File: src/hw/rtl/nmea_sfc_pkg.sv
// nmea_sfc_pkg: shared types and codes for the nmea sentence framer/checker
// no dependencies; used by the interfaces, the update logic and the top level
`default_nettype none

package nmea_sfc_pkg;

   // configuration of the framer
   localparam int CHANNELS   = 4;
   localparam int CHAN_W     = 2;
   localparam int MAX_LEN    = 128;
   localparam int PREFIX_LEN = 7;

   // sentence type codes
   localparam logic [2:0] TYPE_OTHER = 3'd0;
   localparam logic [2:0] TYPE_GGA   = 3'd1;
   localparam logic [2:0] TYPE_VTG   = 3'd2;
   localparam logic [2:0] TYPE_RMC   = 3'd3;
   localparam logic [2:0] TYPE_GLL   = 3'd4;

   // verdict codes, valid on the last item of a sentence
   localparam logic [2:0] STATUS_UNTYPED  = 3'd0;
   localparam logic [2:0] STATUS_GLL_DROP = 3'd1;
   localparam logic [2:0] STATUS_SUM_OK   = 3'd2;
   localparam logic [2:0] STATUS_SUM_BAD  = 3'd3;
   localparam logic [2:0] STATUS_MISMATCH = 3'd4;
   localparam logic [2:0] STATUS_OVERLONG = 3'd5;

   // framing state of one channel, one memory entry
   typedef struct packed {
      logic       in_sentence;
      logic [7:0] char_count;
      logic [7:0] running_xor;
      logic [1:0] after_star_pos;
      logic       star_seen;
      logic [7:0] wanted_sum;
      logic       hex_ok;
      logic [2:0] type_code;
      logic       prefix_match;
   } chan_state_type;

   // outcome of one byte
   typedef struct packed {
      logic       valid;
      logic       first;
      logic       last;
      logic [2:0] sentence_type;
      logic [2:0] status;
   } result_type;

endpackage

`default_nettype wire

File: src/hw/rtl/nmea_sfc_update.sv
// nmea_sfc_update: next framing state and result for one byte of one channel
// depends on nmea_sfc_pkg
`default_nettype none

module nmea_sfc_update (
   input  wire nmea_sfc_pkg::chan_state_type cur,
   input  wire logic [7:0]                   rx_byte,
   output nmea_sfc_pkg::chan_state_type      nxt,
   output nmea_sfc_pkg::result_type          res
);

   localparam logic [7:0] CH_DOLLAR = 8'h24;
   localparam logic [7:0] CH_LF     = 8'h0A;
   localparam logic [7:0] CH_STAR   = 8'h2A;

   logic [8:0] count;
   logic       hex_valid;
   logic [3:0] hex_nib;
   logic       pfx_ok;
   logic [2:0] pfx_type;
   logic       pfx_active;

   assign count      = {1'b0, cur.char_count} + 9'd1;
   assign pfx_active = cur.prefix_match && (cur.char_count >= 8'd1) &&
                       (cur.char_count < 8'(nmea_sfc_pkg::PREFIX_LEN));

   // hex digit decode, either case
   always_comb begin
      hex_valid = 1'b1;
      hex_nib   = 4'd0;
      if (rx_byte >= "0" && rx_byte <= "9") begin
         hex_nib = 4'(rx_byte - "0");
      end else if (rx_byte >= "A" && rx_byte <= "F") begin
         hex_nib = 4'(rx_byte - "A" + 8'd10);
      end else if (rx_byte >= "a" && rx_byte <= "f") begin
         hex_nib = 4'(rx_byte - "a" + 8'd10);
      end else begin
         hex_valid = 1'b0;
      end
   end

   // prefix match by position, narrowing the type
   always_comb begin
      pfx_ok   = 1'b0;
      pfx_type = cur.type_code;
      case (cur.char_count)
         8'd1: pfx_ok = (rx_byte == "G");
         8'd2: pfx_ok = (rx_byte == "P") || (rx_byte == "N");
         8'd3: begin
            if (rx_byte == "G") begin
               pfx_type = nmea_sfc_pkg::TYPE_GGA;
               pfx_ok   = 1'b1;
            end else if (rx_byte == "V") begin
               pfx_type = nmea_sfc_pkg::TYPE_VTG;
               pfx_ok   = 1'b1;
            end else if (rx_byte == "R") begin
               pfx_type = nmea_sfc_pkg::TYPE_RMC;
               pfx_ok   = 1'b1;
            end
         end
         8'd4: begin
            if (cur.type_code == nmea_sfc_pkg::TYPE_GGA && rx_byte == "G") begin
               pfx_ok = 1'b1;
            end else if (cur.type_code == nmea_sfc_pkg::TYPE_GGA && rx_byte == "L") begin
               pfx_type = nmea_sfc_pkg::TYPE_GLL;
               pfx_ok   = 1'b1;
            end else if (cur.type_code == nmea_sfc_pkg::TYPE_VTG && rx_byte == "T") begin
               pfx_ok = 1'b1;
            end else if (cur.type_code == nmea_sfc_pkg::TYPE_RMC && rx_byte == "M") begin
               pfx_ok = 1'b1;
            end
         end
         8'd5: pfx_ok = (cur.type_code == nmea_sfc_pkg::TYPE_GGA && rx_byte == "A") ||
                        (cur.type_code == nmea_sfc_pkg::TYPE_VTG && rx_byte == "G") ||
                        (cur.type_code == nmea_sfc_pkg::TYPE_RMC && rx_byte == "C") ||
                        (cur.type_code == nmea_sfc_pkg::TYPE_GLL && rx_byte == "L");
         8'd6: pfx_ok = (rx_byte == ",");
         default: pfx_ok = 1'b0;
      endcase
   end

   // framing, checksum capture and verdict
   always_comb begin
      nxt = cur;
      res = '0;
      if (!cur.in_sentence) begin
         // hunting: only a dollar opens a sentence
         if (rx_byte == CH_DOLLAR) begin
            nxt              = '0;
            nxt.in_sentence  = 1'b1;
            nxt.char_count   = 8'd1;
            nxt.prefix_match = 1'b1;
            res.valid        = 1'b1;
            res.first        = 1'b1;
         end
      end else begin
         res.valid = 1'b1;
         if (pfx_active) begin
            nxt.prefix_match = pfx_ok;
            nxt.type_code    = pfx_ok ? pfx_type : nmea_sfc_pkg::TYPE_OTHER;
         end

         // xor span ends at the first star, two hex digits follow
         if (cur.star_seen) begin
            if (cur.after_star_pos < 2'd2) begin
               if (!hex_valid) begin
                  nxt.hex_ok = 1'b0;
               end else begin
                  nxt.wanted_sum = {cur.wanted_sum[3:0], hex_nib};
               end
               nxt.after_star_pos = cur.after_star_pos + 2'd1;
            end
         end else if (rx_byte == CH_STAR) begin
            nxt.star_seen      = 1'b1;
            nxt.after_star_pos = 2'd0;
            nxt.hex_ok         = 1'b1;
            nxt.wanted_sum     = 8'd0;
         end else begin
            nxt.running_xor = cur.running_xor ^ rx_byte;
         end

         nxt.char_count = count[7:0];
         if (nxt.prefix_match && count >= 9'(nmea_sfc_pkg::PREFIX_LEN)) begin
            res.sentence_type = nxt.type_code;
         end

         if (count >= 9'(nmea_sfc_pkg::MAX_LEN)) begin
            res.last        = 1'b1;
            res.status      = nmea_sfc_pkg::STATUS_OVERLONG;
            nxt.in_sentence = 1'b0;
         end else if (rx_byte == CH_LF) begin
            res.last        = 1'b1;
            nxt.in_sentence = 1'b0;
            if (res.sentence_type == nmea_sfc_pkg::TYPE_OTHER) begin
               res.status = nmea_sfc_pkg::STATUS_UNTYPED;
            end else if (res.sentence_type == nmea_sfc_pkg::TYPE_GLL) begin
               res.status = nmea_sfc_pkg::STATUS_GLL_DROP;
            end else if (!nxt.star_seen || nxt.after_star_pos < 2'd2 || !nxt.hex_ok) begin
               res.status = nmea_sfc_pkg::STATUS_SUM_BAD;
            end else if (nxt.running_xor == nxt.wanted_sum) begin
               res.status = nmea_sfc_pkg::STATUS_SUM_OK;
            end else begin
               res.status = nmea_sfc_pkg::STATUS_MISMATCH;
            end
         end
      end
   end

endmodule

`default_nettype wire

File: config.mk
export PLATFORM = sky130hd
export DESIGN_NAME = nmea_sfc_update
export DESIGN_NICKNAME = d
export VERILOG_FILES = /design/src/hw/rtl/nmea_sfc_pkg.sv /design/src/hw/rtl/nmea_sfc_update.sv
export SDC_FILE = /design/constraint.sdc
export NUM_CORES = 1
export LEC_CHECK = 0
export BUFFER_PORTS_ARGS = -buffer_cell sky130_fd_sc_hd__buf_2
export CAP_MARGIN = 10
export CORE_MARGIN = 2
export CORE_UTILIZATION = 56
export DETAILED_ROUTE_END_ITERATION = 16
export PLACE_DENSITY = 0.95
export SYNTH_ARGS = -nofsm -noshare
export SYNTH_HDL_FRONTEND = slang
export SYNTH_SLANG_ARGS = --single-unit
File: constraint.sdc
create_clock -name vclk -period 6.25
set_input_delay 0.625 -clock vclk [all_inputs]
set_output_delay 0.625 -clock vclk [all_outputs]
set_load 0.03 [all_outputs]
==> results of run 1 <==
==> metal layers <==
| layer | vias up | global-route usage | share of wire |
|---|---|---|---|
| met4 | 0 | 0.163 | 0.048 |
| met5 | - | 0 | 0 |
| met3 | 40 | 0.0355 | 0.076 |
| li1 | 1450 | - | - |
| met1 | 1406 | 0.405 | 0.40 |
| met2 | 181 | 0.611 | 0.47 |
==> final timing paths <==
path                  slack, ns       start       to
worst max-delay path       2.15  rx_byte[0]   res[1]
worst min-delay path       1.59     cur[30]  nxt[30]
==> kinds of logic after synthesis <==
| family | share of synthesized area |
|---|---|
| and+or+nand+nor | 0.387 |
| AOI/OAI and AO/OA | 0.401 |
| buffers and inverters | 0.0673 |
| xor gates and xnor gates | 0.0589 |
| adders and majority gates | 0.0561 |
| muxes | 0.0303 |
==> area by class of cell <==
class / count / area [µm²]
Fill cell: 354 / 1120
Inverter: 19 / 71.3
Multi-Input combinational cell: 315 / 2080
Tap cell: 48 / 60.1
Timing Repair Buffer: 83 / 415
==> stage by stage <==
stage	setup WS [ns]	cell area, µm²
6_report	2.15	2630
4_1_cts	2.19	2630
3_3_place_gp	2.23	2630
5_1_grt	1.91	2630
3_5_place_dp	2.20	2630
2_1_floorplan	2.43	2230
==> power by group through the flow <==
stage	Clock (µW)	Sequential (µW)	Combinational (µW)
global placement	0	0	206
detailed placement	0	0	210
CTS	0	0	210
finish	0	0	214
floorplan	0	0	145
global route	0	0	230
==> layout by cell type (no fill, tap or decap), drive strengths merged, types with 2 or more instances in the layout <==
cell type | Yosys | layout
a211oi | 3 | 3
a21boi | 2 | 2
a21o | 4 | 4
a21oi | 20 | 20
a221oi | 2 | 2
a22o | 4 | 4
a31o | 2 | 2
a31oi | 5 | 5
a41oi | 3 | 3
and2 | 5 | 5
and3 | 5 | 5
and4 | 3 | 3
buf | 3 | 83
ha | 10 | 10
inv | 18 | 18
mux2 | 3 | 3
mux2i | 3 | 3
nand2 | 59 | 59
nand2b | 5 | 5
nand3 | 15 | 15
nand4 | 8 | 8
nand4b | 3 | 3
nor2 | 26 | 26
nor2b | 10 | 10
nor3 | 7 | 7
nor3b | 8 | 8
o2111ai | 3 | 3
o211ai | 2 | 2
o21a | 2 | 2
o21ai | 34 | 34
o21bai | 3 | 3
o221a | 2 | 2
o22ai | 9 | 9
o311ai | 3 | 3
o31ai | 4 | 4
o32ai | 2 | 2
xnor2 | 11 | 11
xor2 | 4 | 4
==> results.toml, run 1 <==
[route]
drc = 0
routedWlPerCell_um = 16.6
routed_via_density = 6.62
postRouteAntennaNets = 0
drtIter0Drc = 266
drt-total-wl_um = 7730
vias = 3077
dr.pass1.iters = 5

[setup_path]
cp_slowest_cell = "a21oi_2"
end_kind = "primary output"
worstSetupPathDepth = 12
slowest_delay_ns = 0.58
cp_max_fo = 17
path_cells = "buf_2, inv_1, ha_1, and4bb_2, a21oi_2, nor3b_1, a211o_1, o22ai_2, a2111oi_4, nand4_1, a211oi_2, buf_2"
crit_buf_inv = 3
path_class = "in -> out"
arrival_ns = 3.48
crit_required_ns = 5.62
cp_top_family = "compound AO/OA/AOI/OAI gates"
worstSetupStartpointType = "input pin"
crit_path_frequent_cell = "buf_2"

[timing]
worstMarginPinSlew_ns = 0.728
setup_tns_ns = 0
setup_viol = 0
drv_slew = 0
fmax_ghz = 0.244
hold_viol_final = 0
slew-limit-headroom = 0.515
min_period_ns = 4.10
whs_ns = 1.59
rsz0062_at_grt = "no"
post-route-period-util = 0.656

[clocking]
cts-hold-fix-buffers = 0
post_cts_buffers = 0
cts-resized-gates = 0

[final_layout]
drive_gt1_frac = 0.249
final_util = 0.702
layoutNonFillerInstCount = 465
ff_latch_area_um2 = 0
seq_cells = 0
antennaDiodeCount = 0
fin_nets = 470
area_growth_pct = 17.8
clkbuf_count = 0

[power]
pwr-share-clk = 0
power_density_nw_per_um2 = 81.4
power_frac_seq = 0
p_int_uw = 71.1
power.total_uw = 214
switching_share = 0.667
power_leakage_uw = 0.00117
power.switching_uw = 143
p_comb_frac = 1.000
ir_drop_mv = 0.0519

[yosys]
synth.top_cell.area_share = 0.0993
yosysTopAreaCell = "nand2_1"
yosysMostFrequentCell = "nand2_1"
ys_warn_count = 0
syn_nets = 405
synth.avg_cell_area_um2 = 6.30
ys_types = 72
yosys-top-cells-count = "nand2_1, o21ai_0, nor2_1"
netlist_area_um2 = 2230
syn_inst = 354
ys_top_cells_by_area = "nand2_1, o21ai_0, ha_1"
yosysSeqAreaShare = 0

[place]
port_buffers = 83
dp.cells = 465
gp_congestion = 1.04
dp_hpwl_um = 6050

[die]
start_util = 0.596
chipHeight_um = 67.1
dieArea_um2 = 4500
rows = 22
io_pins = 83
core_area_um2 = 3740
die_x_um = 67.1

[global_route]
grt_pass1_wl_um = 12200
grt_max_degree = 39
grt_overflow_total = 0
first_global_vias = 2675
grt_usage = 0.343
antenna_found_initial = 0

[run]
maxCapViolCount = 0

[hold_path]
worstHoldPathType = "in -> out"
hold_path_depth = 3

[status]
status = "finished clean"
Power figures use the tool's default switching activity.
==> run 2: changes to the inputs <==
--- a/config.mk
+++ b/config.mk
@@ -8,9 +8,9 @@
 export BUFFER_PORTS_ARGS = -buffer_cell sky130_fd_sc_hd__buf_2
 export CAP_MARGIN = 10
 export CORE_MARGIN = 2
-export CORE_UTILIZATION = 56
+export CORE_UTILIZATION = 53
 export DETAILED_ROUTE_END_ITERATION = 16
-export PLACE_DENSITY = 0.95
+export PLACE_DENSITY = 0.94
 export SYNTH_ARGS = -nofsm -noshare
 export SYNTH_HDL_FRONTEND = slang
 export SYNTH_SLANG_ARGS = --single-unit
==> constraint.sdc (replaced) <==
create_clock -name vclk -period 4.25
set_input_delay 0.425 -clock vclk [all_inputs]
set_output_delay 0.425 -clock vclk [all_outputs]
set_load 0.03 [all_outputs]
==> run 2 against run 1 <==
Against the previous run:
- count of clock-buffer cells in the layout unchanged
- die area up 5.3%
- utilization down 4.2 points
- sequential share of layout area unchanged
- total power up 48%
- final area up 1.2%
- largest power group unchanged
- combinational power up 48%
- highest routed layer unchanged
- critical endpoint unchanged
- critical path depth unchanged
- via count down 1.2%
- global-route usage down 0.87 points
==> results.toml, run 2 (synthesis gave the netlist of run 1 again) <==
[final_layout]
clkbuf_count = 0
area_growth_pct = 19.2
antennaDiodeCount = 0
final_common_cell = "buf_2"
seq_cells = 0
drive_gt1_frac = 0.257
final_cell_mix = "buf_2, nand2_1, o21ai_0, nor2_1, a21oi_1"
fin_nets = 474
ff_latch_area_um2 = 0

[timing]
setup_viol = 0
worstMarginPinSlew_ns = 0.568
min_period_ns = 3.68
rsz0062_at_grt = "no"
hold_viol_final = 0
whs_ns = 1.21
fmax_ghz = 0.272
slew-limit-headroom = 0.617
drv_slew = 0
setup_tns_ns = 0
post-route-period-util = 0.866

[clocking]
post_cts_buffers = 0
cts-hold-fix-buffers = 0
cts-resized-gates = 0

[die]
start_util = 0.553
io_pins = 83
chipHeight_um = 68.9
die_x_um = 68.9
core_area_um2 = 4030
dieArea_um2 = 4740
rows = 23

[power]
power_leakage_uw = 0.00119
ir_drop_mv = 0.0744
power_density_nw_per_um2 = 119
power.total_uw = 317

[route]
routedWlPerCell_um = 16.7
vias = 3041
drt-total-wl_um = 7850
postRouteAntennaNets = 0
routed_via_density = 6.46
drtIter0Drc = 346
dr.pass1.iters = 8
drc = 0

[setup_path]
startpoint = "rx_byte[1]"
cp_slowest_cell = "or3b_4"
crit_path_frequent_cell = "buf_2"
cp_max_fo = 8
worstSetupStartpointType = "input pin"
path_class = "in -> out"
end_kind = "primary output"
cp-endpoint = "res[1]"
slowest_delay_ns = 0.44
crit_required_ns = 3.83
path_cells = "buf_2, inv_1, ha_1, or3b_4, o2111ai_4, nand3_1, o311ai_1, o2111ai_1, a2111oi_4, nand4_1, a211oi_2, buf_2"
arrival_ns = 3.25

[place]
port_buffers = 83
dp_hpwl_um = 6240
gp_congestion = 0.969

[global_route]
grt_max_degree = 39
first_global_vias = 2617
antenna_found_initial = 0
grt_overflow_total = 0
grt_pass1_wl_um = 12300
grt_usage = 0.334

[run]
maxCapViolCount = 0

[status]
status = "finished clean"

[hold_path]
worstHoldPathType = "in -> out"
[run 2: cell count changes in the layout (fill, tap and decap cells not counted)]
| cell | before | now |
|---|---|---|
| buf_4 | 0 | 4 |
[run 2: worst min-delay path by stage]
stage                     startpoint  endpoint  depth (start not counted)
after floorplan              cur[24]   nxt[24]                          1
after global placement       cur[30]   nxt[30]                          3
after detailed placement     cur[30]   nxt[30]                          3
after CTS                    cur[30]   nxt[30]                          3
after global routing         cur[30]   nxt[30]                          3
final                        cur[30]   nxt[30]                          3
[run 2: cell type report]
| type | instances | area, µm² |
|---|---|---|
| multi-input combinational | 315 | 2080 |
| fill | 383 | 1370 |
| timing repair buffer | 87 | 445 |
| inverter | 19 | 71.3 |
| tap | 50 | 62.6 |
[run 2: per-layer routing]
metal / track usage / wire length, µm / up-vias
met1: 0.439 / 3150 / 1337
met3: 0.0244 / 721 / 30
li1: - / - / 1461
met4: 0.0833 / 245 / 0
met2: 0.588 / 3740 / 213
met5: 0 / 0 / -
[run 2: power by group]
part,switching [µW],leakage [µW],internal (µW),total [µW]
Combinational,211,0.00119,106,317
Sequential,0,0,0,0
Clock,0,0,0,0
Total,211,0.00119,106,317
[run 2: worst max-delay path, delay by kind of cell]
family,cells,cell delay (ns)
AO/OA/AOI/OAI,5,1.13
adder cells (fa/ha/maj),1,0.26
buffers and inverters,3,0.53
AND/OR/NAND/NOR,3,0.90
[run 2: metrics by stage]
stage / utilization / instance area, µm² / setup WS (ns) / std cells
after floorplan: - / 2230 / 0.828 / 354
after global placement: 0.660 / 2660 / 0.670 / 471
after detailed placement: 0.660 / 2660 / 0.621 / 471
after CTS: 0.660 / 2660 / 0.623 / 471
after global routing: 0.660 / 2660 / 0.368 / 471
final: 0.660 / 2660 / 0.571 / 471
